==> src/rtl/lemq_pkg.sv <==
// Shared types, widths and codes for the line envelope maximum query block.
// Used by the controller, the datapath, the divider and the top level.
// No dependencies.
`default_nettype none

package lemq_pkg;

	localparam int FRAC_BITS  = 16;
	localparam int LINE_SLOTS = 256;
	localparam int DATA_W     = 32;
	localparam int IDX_W      = $clog2(LINE_SLOTS);
	localparam int CNT_W      = IDX_W + 1;
	localparam int VAL_W      = 2 * DATA_W;
	localparam int NUM_W      = DATA_W + 1 + FRAC_BITS;
	localparam int DEN_W      = DATA_W + 1;
	localparam int DIV_CNT_W  = $clog2(NUM_W + 1);
	localparam int LINE_W     = 3 * DATA_W;

	localparam logic [1:0] MODE_ADD    = 2'd0;
	localparam logic [1:0] MODE_SEARCH = 2'd1;
	localparam logic [1:0] MODE_SCAN   = 2'd2;

	localparam logic [1:0] ST_OK    = 2'd0;
	localparam logic [1:0] ST_FULL  = 2'd1;
	localparam logic [1:0] ST_SLOPE = 2'd2;
	localparam logic [1:0] ST_EMPTY = 2'd3;

	localparam logic [2:0] RD_TOP      = 3'd0;
	localparam logic [2:0] RD_MID      = 3'd1;
	localparam logic [2:0] RD_LO       = 3'd2;
	localparam logic [2:0] RD_PTR_NEXT = 3'd3;
	localparam logic [2:0] RD_PTR      = 3'd4;

	typedef struct packed {
		logic signed [DATA_W-1:0] slope;
		logic signed [DATA_W-1:0] offset;
		logic signed [DATA_W-1:0] start;
	} line_t;

	typedef struct packed {
		logic       load_in;
		logic       init;
		logic       rd_en;
		logic [2:0] rd_sel;
		logic       div_start;
		logic       take_cross;
		logic       pop;
		logic       commit;
		logic       bs_update;
		logic       ptr_inc;
		logic       set_best_lo;
		logic       set_best_ptr;
		logic       mult;
		logic       add;
		logic       status_we;
		logic [1:0] status_code;
		logic       out_load;
	} cmd_t;

	typedef struct packed {
		logic [1:0] mode;
		logic       depth_zero;
		logic       slope_le;
		logic       start_le_cross;
		logic       start_le_x;
		logic       bs_more;
		logic       pt_more;
		logic       d_full;
		logic       d_one;
		logic       div_done;
	} sts_t;

endpackage

`default_nettype wire

==> src/rtl/lemq_ctrl.sv <==
// Controller state machine: sequences adds, pops, searches and evaluation,
// and owns both handshakes. Uses lemq_pkg; drives lemq_dp by command.
`default_nettype none

module lemq_ctrl (
	input  wire logic           clk,
	input  wire logic           arst_n,
	input  wire logic           in_valid,
	output logic                in_stall,
	output logic                out_valid,
	input  wire logic           out_stall,
	input  wire lemq_pkg::sts_t sts,
	output lemq_pkg::cmd_t      cmd
);

	localparam logic [3:0] S_IDLE     = 4'd0;
	localparam logic [3:0] S_DISPATCH = 4'd1;
	localparam logic [3:0] S_ADD_RD   = 4'd2;
	localparam logic [3:0] S_ADD_CHK  = 4'd3;
	localparam logic [3:0] S_ADD_DIV  = 4'd4;
	localparam logic [3:0] S_COMMIT   = 4'd5;
	localparam logic [3:0] S_BS_CHK   = 4'd6;
	localparam logic [3:0] S_BS_WAIT  = 4'd7;
	localparam logic [3:0] S_PT_CHK   = 4'd8;
	localparam logic [3:0] S_PT_WAIT  = 4'd9;
	localparam logic [3:0] S_EV_WAIT  = 4'd10;
	localparam logic [3:0] S_EV_ADD   = 4'd11;
	localparam logic [3:0] S_FINISH   = 4'd12;

	logic [3:0] state_q;
	logic [3:0] state_d;
	logic       in_xfer;

	assign in_stall = (state_q != S_IDLE);
	assign in_xfer  = in_valid && !in_stall;

	always_comb begin
		state_d = state_q;
		cmd     = '0;
		unique case (state_q)
			S_IDLE: begin
				if (in_xfer) begin
					cmd.load_in = 1'b1;
					state_d     = S_DISPATCH;
				end
			end
			S_DISPATCH: begin
				cmd.init = 1'b1;
				if (sts.mode == lemq_pkg::MODE_ADD) begin
					state_d = sts.depth_zero ? S_COMMIT : S_ADD_RD;
				end else if (sts.mode == lemq_pkg::MODE_SEARCH
				             || sts.mode == lemq_pkg::MODE_SCAN) begin
					if (sts.depth_zero) begin
						cmd.status_we   = 1'b1;
						cmd.status_code = lemq_pkg::ST_EMPTY;
						state_d         = S_FINISH;
					end else begin
						state_d = (sts.mode == lemq_pkg::MODE_SEARCH) ? S_BS_CHK : S_PT_CHK;
					end
				end else begin
					state_d = S_FINISH;
				end
			end
			S_ADD_RD: begin
				cmd.rd_en  = 1'b1;
				cmd.rd_sel = lemq_pkg::RD_TOP;
				state_d    = S_ADD_CHK;
			end
			S_ADD_CHK: begin
				if (sts.slope_le) begin
					cmd.status_we   = 1'b1;
					cmd.status_code = lemq_pkg::ST_SLOPE;
					state_d         = S_FINISH;
				end else begin
					cmd.div_start = 1'b1;
					state_d       = S_ADD_DIV;
				end
			end
			S_ADD_DIV: begin
				if (sts.div_done) begin
					if (sts.start_le_cross) begin
						cmd.take_cross = 1'b1;
						state_d        = S_COMMIT;
					end else begin
						cmd.pop = 1'b1;
						state_d = sts.d_one ? S_COMMIT : S_ADD_RD;
					end
				end
			end
			S_COMMIT: begin
				if (sts.d_full) begin
					cmd.status_we   = 1'b1;
					cmd.status_code = lemq_pkg::ST_FULL;
				end else begin
					cmd.commit = 1'b1;
				end
				state_d = S_FINISH;
			end
			S_BS_CHK: begin
				cmd.rd_en = 1'b1;
				if (sts.bs_more) begin
					cmd.rd_sel = lemq_pkg::RD_MID;
					state_d    = S_BS_WAIT;
				end else begin
					cmd.rd_sel      = lemq_pkg::RD_LO;
					cmd.set_best_lo = 1'b1;
					state_d         = S_EV_WAIT;
				end
			end
			S_BS_WAIT: begin
				cmd.bs_update = 1'b1;
				state_d       = S_BS_CHK;
			end
			S_PT_CHK: begin
				cmd.rd_en = 1'b1;
				if (sts.pt_more) begin
					cmd.rd_sel = lemq_pkg::RD_PTR_NEXT;
					state_d    = S_PT_WAIT;
				end else begin
					cmd.rd_sel       = lemq_pkg::RD_PTR;
					cmd.set_best_ptr = 1'b1;
					state_d          = S_EV_WAIT;
				end
			end
			S_PT_WAIT: begin
				if (sts.start_le_x) begin
					cmd.ptr_inc = 1'b1;
					state_d     = S_PT_CHK;
				end else begin
					cmd.rd_en        = 1'b1;
					cmd.rd_sel       = lemq_pkg::RD_PTR;
					cmd.set_best_ptr = 1'b1;
					state_d          = S_EV_WAIT;
				end
			end
			S_EV_WAIT: begin
				cmd.mult = 1'b1;
				state_d  = S_EV_ADD;
			end
			S_EV_ADD: begin
				cmd.add = 1'b1;
				state_d = S_FINISH;
			end
			S_FINISH: begin
				if (!out_valid || !out_stall) begin
					cmd.out_load = 1'b1;
					state_d      = S_IDLE;
				end
			end
			default: begin
				state_d = S_IDLE;
			end
		endcase
	end

	always_ff @(posedge clk or negedge arst_n) begin
		if (!arst_n) begin
			state_q   <= S_IDLE;
			out_valid <= 1'b0;
		end else begin
			state_q <= state_d;
			if (cmd.out_load) begin
				out_valid <= 1'b1;
			end else if (!out_stall) begin
				out_valid <= 1'b0;
			end
		end
	end

	// A pending result is never overwritten before its transfer.
	assert property (@(posedge clk) disable iff (!arst_n)
		cmd.out_load |-> (!out_valid || !out_stall))
		else $error("output register overwritten while stalled");

	// An accepted item keeps the block busy on the following cycle.
	assert property (@(posedge clk) disable iff (!arst_n)
		in_xfer |=> in_stall)
		else $error("block idle right after accepting an item");

	// A new result appears only out of the finishing state.
	assert property (@(posedge clk) disable iff (!arst_n)
		$rose(out_valid) |-> $past(state_q == S_FINISH))
		else $error("result raised outside the finishing state");

endmodule

`default_nettype wire

==> config.mk <==
export PLATFORM = sky130hd
export DESIGN_NAME = lemq_ctrl
export DESIGN_NICKNAME = d
export VERILOG_FILES = /design/src/rtl/lemq_pkg.sv /design/src/rtl/lemq_ctrl.sv
export SDC_FILE = /design/constraint.sdc
export NUM_CORES = 1
export LEC_CHECK = 0
export BUFFER_PORTS_ARGS = -buffer_cell sky130_fd_sc_hd__buf_2
export CORE_UTILIZATION = 35
export DETAILED_ROUTE_END_ITERATION = 6
export PLACE_DENSITY = 0.77
export RECOVER_POWER = 100
export SYNTH_ARGS = -nofsm -noshare
export SYNTH_HDL_FRONTEND = slang
export SYNTH_SLANG_ARGS = --single-unit
==> constraint.sdc <==
create_clock -name clk -period 2.05 [get_ports clk]
set_input_delay 0.205 -clock clk [delete_from_list [all_inputs] [get_ports clk]]
set_output_delay 0.205 -clock clk [all_outputs]
set_load 0.02 [all_outputs]
==> impl_metrics.env <==
export IMPL_vias=862
export IMPL_path_class="reg2out"
export IMPL_synth_area_mux_share_pct=1.50
export IMPL_row_count=15
export IMPL_cp_required_ps=1850
export IMPL_root_buffer="clkbuf_4"
export IMPL_tns_ps=0
export IMPL_ys_ff_latch=5
export IMPL_grt_first_pass_wirelength_mm=2.99
export IMPL_vias_per_cell=5.29
export IMPL_synth_compound_area_share_pct=28.0
export IMPL_io_pins=37
export IMPL_p_per_area_mw_per_mm2=1230
export IMPL_ys_flop_type="dfrtp_1"
export IMPL_syn_area_per_cell_um2=6.88
export IMPL_grt_max_degree=18
export IMPL_die_h_um=45.7
export IMPL_synth_cells=97
export IMPL_worstHoldStart="out_stall"
export IMPL_drive_gt1_share_pct=31.2
export IMPL_track_usage_pct=19.7
export IMPL_p_leak_nw=0.432
export IMPL_regArea_um2=128
export IMPL_rsz0062_at_grt="no"
export IMPL_ys_warnings_count=0
export IMPL_ff2ff_setup_slack_ps=540
export IMPL_min_to="out_valid"
export IMPL_status="finished clean"
export IMPL_start_util_pct=37.8
export IMPL_h_tree_depth=1
export IMPL_whs_path_depth=3
export IMPL_max_freq_ghz=0.513
export IMPL_grt_pass1_vias=683
export IMPL_finClkSkew_ps=2.11
export IMPL_dpl_cell_area_um2=881
export IMPL_slew_headroom_pct=76.2
export IMPL_vdd_ir_drop_max_v=0.000548
export IMPL_synthToLayoutAreaGrowth_pct=38.1
export IMPL_wl_mm=1.88
export IMPL_setup_viol=0
export IMPL_drc=0
export IMPL_syn_nets=114
export IMPL_fin_nets=156
export IMPL_firstDrtPassIters=4
export IMPL_cts_buffers=3
export IMPL_io_buffers=36
export IMPL_dp_hpwl_mm=1.46
export IMPL_cp_data_arrival_time_ps=1740
export IMPL_synthAdderAreaFrac_pct=3.75
export IMPL_crit_fanout=8
export IMPL_synth_top_family_by_area="simple AND/OR/NAND/NOR gates"
export IMPL_hold_class="in2reg"
export IMPL_final_antenna_net_count=0
export IMPL_clk_pin_slew_ps=50
export IMPL_synth_edf_count=0
export IMPL_synth_seq_area_share_pct=18.8
export IMPL_clk_latency_ps=240
export IMPL_final_hold_viol_count=0
export IMPL_holdWs_ps=191
export IMPL_dieArea_mm2=0.00208
export IMPL_multiInputGateArea_um2=479
export IMPL_cts_sinks=5
export IMPL_num_fill_cells=208
export IMPL_gp_congestion=0.845
export IMPL_core_mm2=0.00176
export IMPL_synth_simple_area_share_pct=38.6
export IMPL_synth_area_um2=667
export IMPL_synth_xor_area_share_pct=0
export IMPL_synthArstFlopShare_pct=100
export IMPL_power_w=0.00114
export IMPL_ctsLongestPathBuffers=2
export IMPL_grt_ovfl_total=0
export IMPL_finalCritPeriodShare_pct=95.1
export IMPL_startpoint_type="register"
export IMPL_crit_path_end_kind="output pin"
export IMPL_cts_tree="done"
export IMPL_detail_route_iter0_violations=19
export IMPL_finalMaxSlewViolations=0
export IMPL_worstRegToRegCells=5
export IMPL_die_x_um=45.7
export IMPL_diodes=0
export IMPL_yosysUniqueCellTypes=37
export IMPL_r2r_end="state_q[1]"
export IMPL_max_cap_violations=0
export IMPL_antenna_found_initial=0
export IMPL_regToRegStartpoint="state_q[1]"
export IMPL_routedWlPerCell_um=11.5
export IMPL_tightest_slew_ps=348
export IMPL_post_route_min_period_ps=1950
export IMPL_fin_area_um2=921
[cell usage in the layout, fill, tap and decap left out, types with 2 or more instances in the layout]
cell and instances:
nor3_1 3, nand3_1 7, nor4_1 2, clkbuf_1 11
clkbuf_4 4, buf_2 17, a31oi_1 2, nand3b_1 2
o31ai_1 2, nand2b_1 4, buf_4 6, a21oi_1 7
o21ai_0 5, nand2_1 10, dfrtp_1 3, dfrtp_2 2
nor2_1 13, inv_1 6, clkbuf_2 9, nor2b_1 3
ha_1 2
[logic make-up (layout without fill, tap and decap cells)]
kind of cell             count (synthesis)  after routing
AO/OA/AOI/OAI                           25             25
flip-flops                               5              5
multiplexers                             1              1
AND/OR/NAND/NOR                         50             50
adder cells (fa/ha/maj)                  2              2
buffers and inverters                   14             55
[critical path, cell delays in order, from the launching register on]
cell,delay [ps]
dfrtp_2,450
or4b_4,520
nor3_2,170
a41o_2,130
nand2b_1,100
buf_4,140
[report_power, final]
group / internal, W / switching (W) / leakage (nW)
clock network: 0.0000737 / 0.0000427 / 0.0150
logic: 0.000301 / 0.000533 / 0.357
registers: 0.000143 / 0.0000431 / 0.0599
total: 0.000517 / 0.000619 / 0.432
[final cells by class]
cell class,instances,share of cell area [%]
well taps,25,3.40
clock buffers,4,2.85
flip-flops and latches,5,13.9
repair buffers,44,25.0
multi-input cells,78,52.0
inverters,7,2.85
[cells in the mapped netlist (2+ instances only)]
| cell type | count | area share [%] |
|---|---|---|
| a21oi_1 | 7 | 5.3 |
| a31oi_1 | 2 | 1.9 |
| clkbuf_1 | 3 | 1.7 |
| dfrtp_1 | 5 | 19 |
| ha_1 | 2 | 3.8 |
| inv_1 | 6 | 3.4 |
| nand2_1 | 10 | 5.6 |
| nand2b_1 | 4 | 3.8 |
| nand3_1 | 7 | 5.3 |
| nand3b_1 | 2 | 2.3 |
| nor2_1 | 13 | 7.3 |
| nor2b_1 | 3 | 2.8 |
| nor3_1 | 3 | 2.3 |
| nor4_1 | 2 | 1.9 |
| o21ai_0 | 5 | 3.8 |
| o31ai_1 | 2 | 2.3 |
[state kept, by name, summed over array words and instances (netlist names)]
name / flops
out_valid: 1
state_q: 4
[worst max path at each step]
stage	start	to	slack (ps)	cells after the start
after floorplan	state_q[2]	cmd[6]	170	4
after global routing	state_q[1]	cmd[0]	20	5
after CTS	state_q[2]	cmd[3]	50	5
after global placement	state_q[2]	cmd[3]	370	5
final	state_q[2]	cmd[3]	100	5
after detailed placement	state_q[2]	cmd[3]	330	5
[routing by layer]
layer  share of wire [%]  GRT usage, %  vias to the layer above  wire (um)
li1                    -             -                      437          -
met1                  49          28.1                      385        925
met2                  45          30.9                       40        842
met3                 5.8          4.76                        0        109
met4                   0          1.82                        0          0
met5                   0             0                        -          0
[repair_timing]
action                                  in CTS  in global routing
endpoints found under the setup margin       0                  1
hold buffers                                 1                  0
gates resized for setup                      0                  3
setup buffers                                0                  2
hold endpoints to repair                     5                  0
[per-stage QoR]
stage | util, % | cells | worst slack [ps]
2_1_floorplan | - | 97 | 172
3_3_place_gp | 49.9 | 156 | 369
3_5_place_dp | 49.9 | 156 | 326
4_1_cts | 52.0 | 161 | 48.6
5_1_grt | 52.2 | 163 | 15.7
6_report | 52.2 | 163 | 100
(Power assumes the default switching activity.)
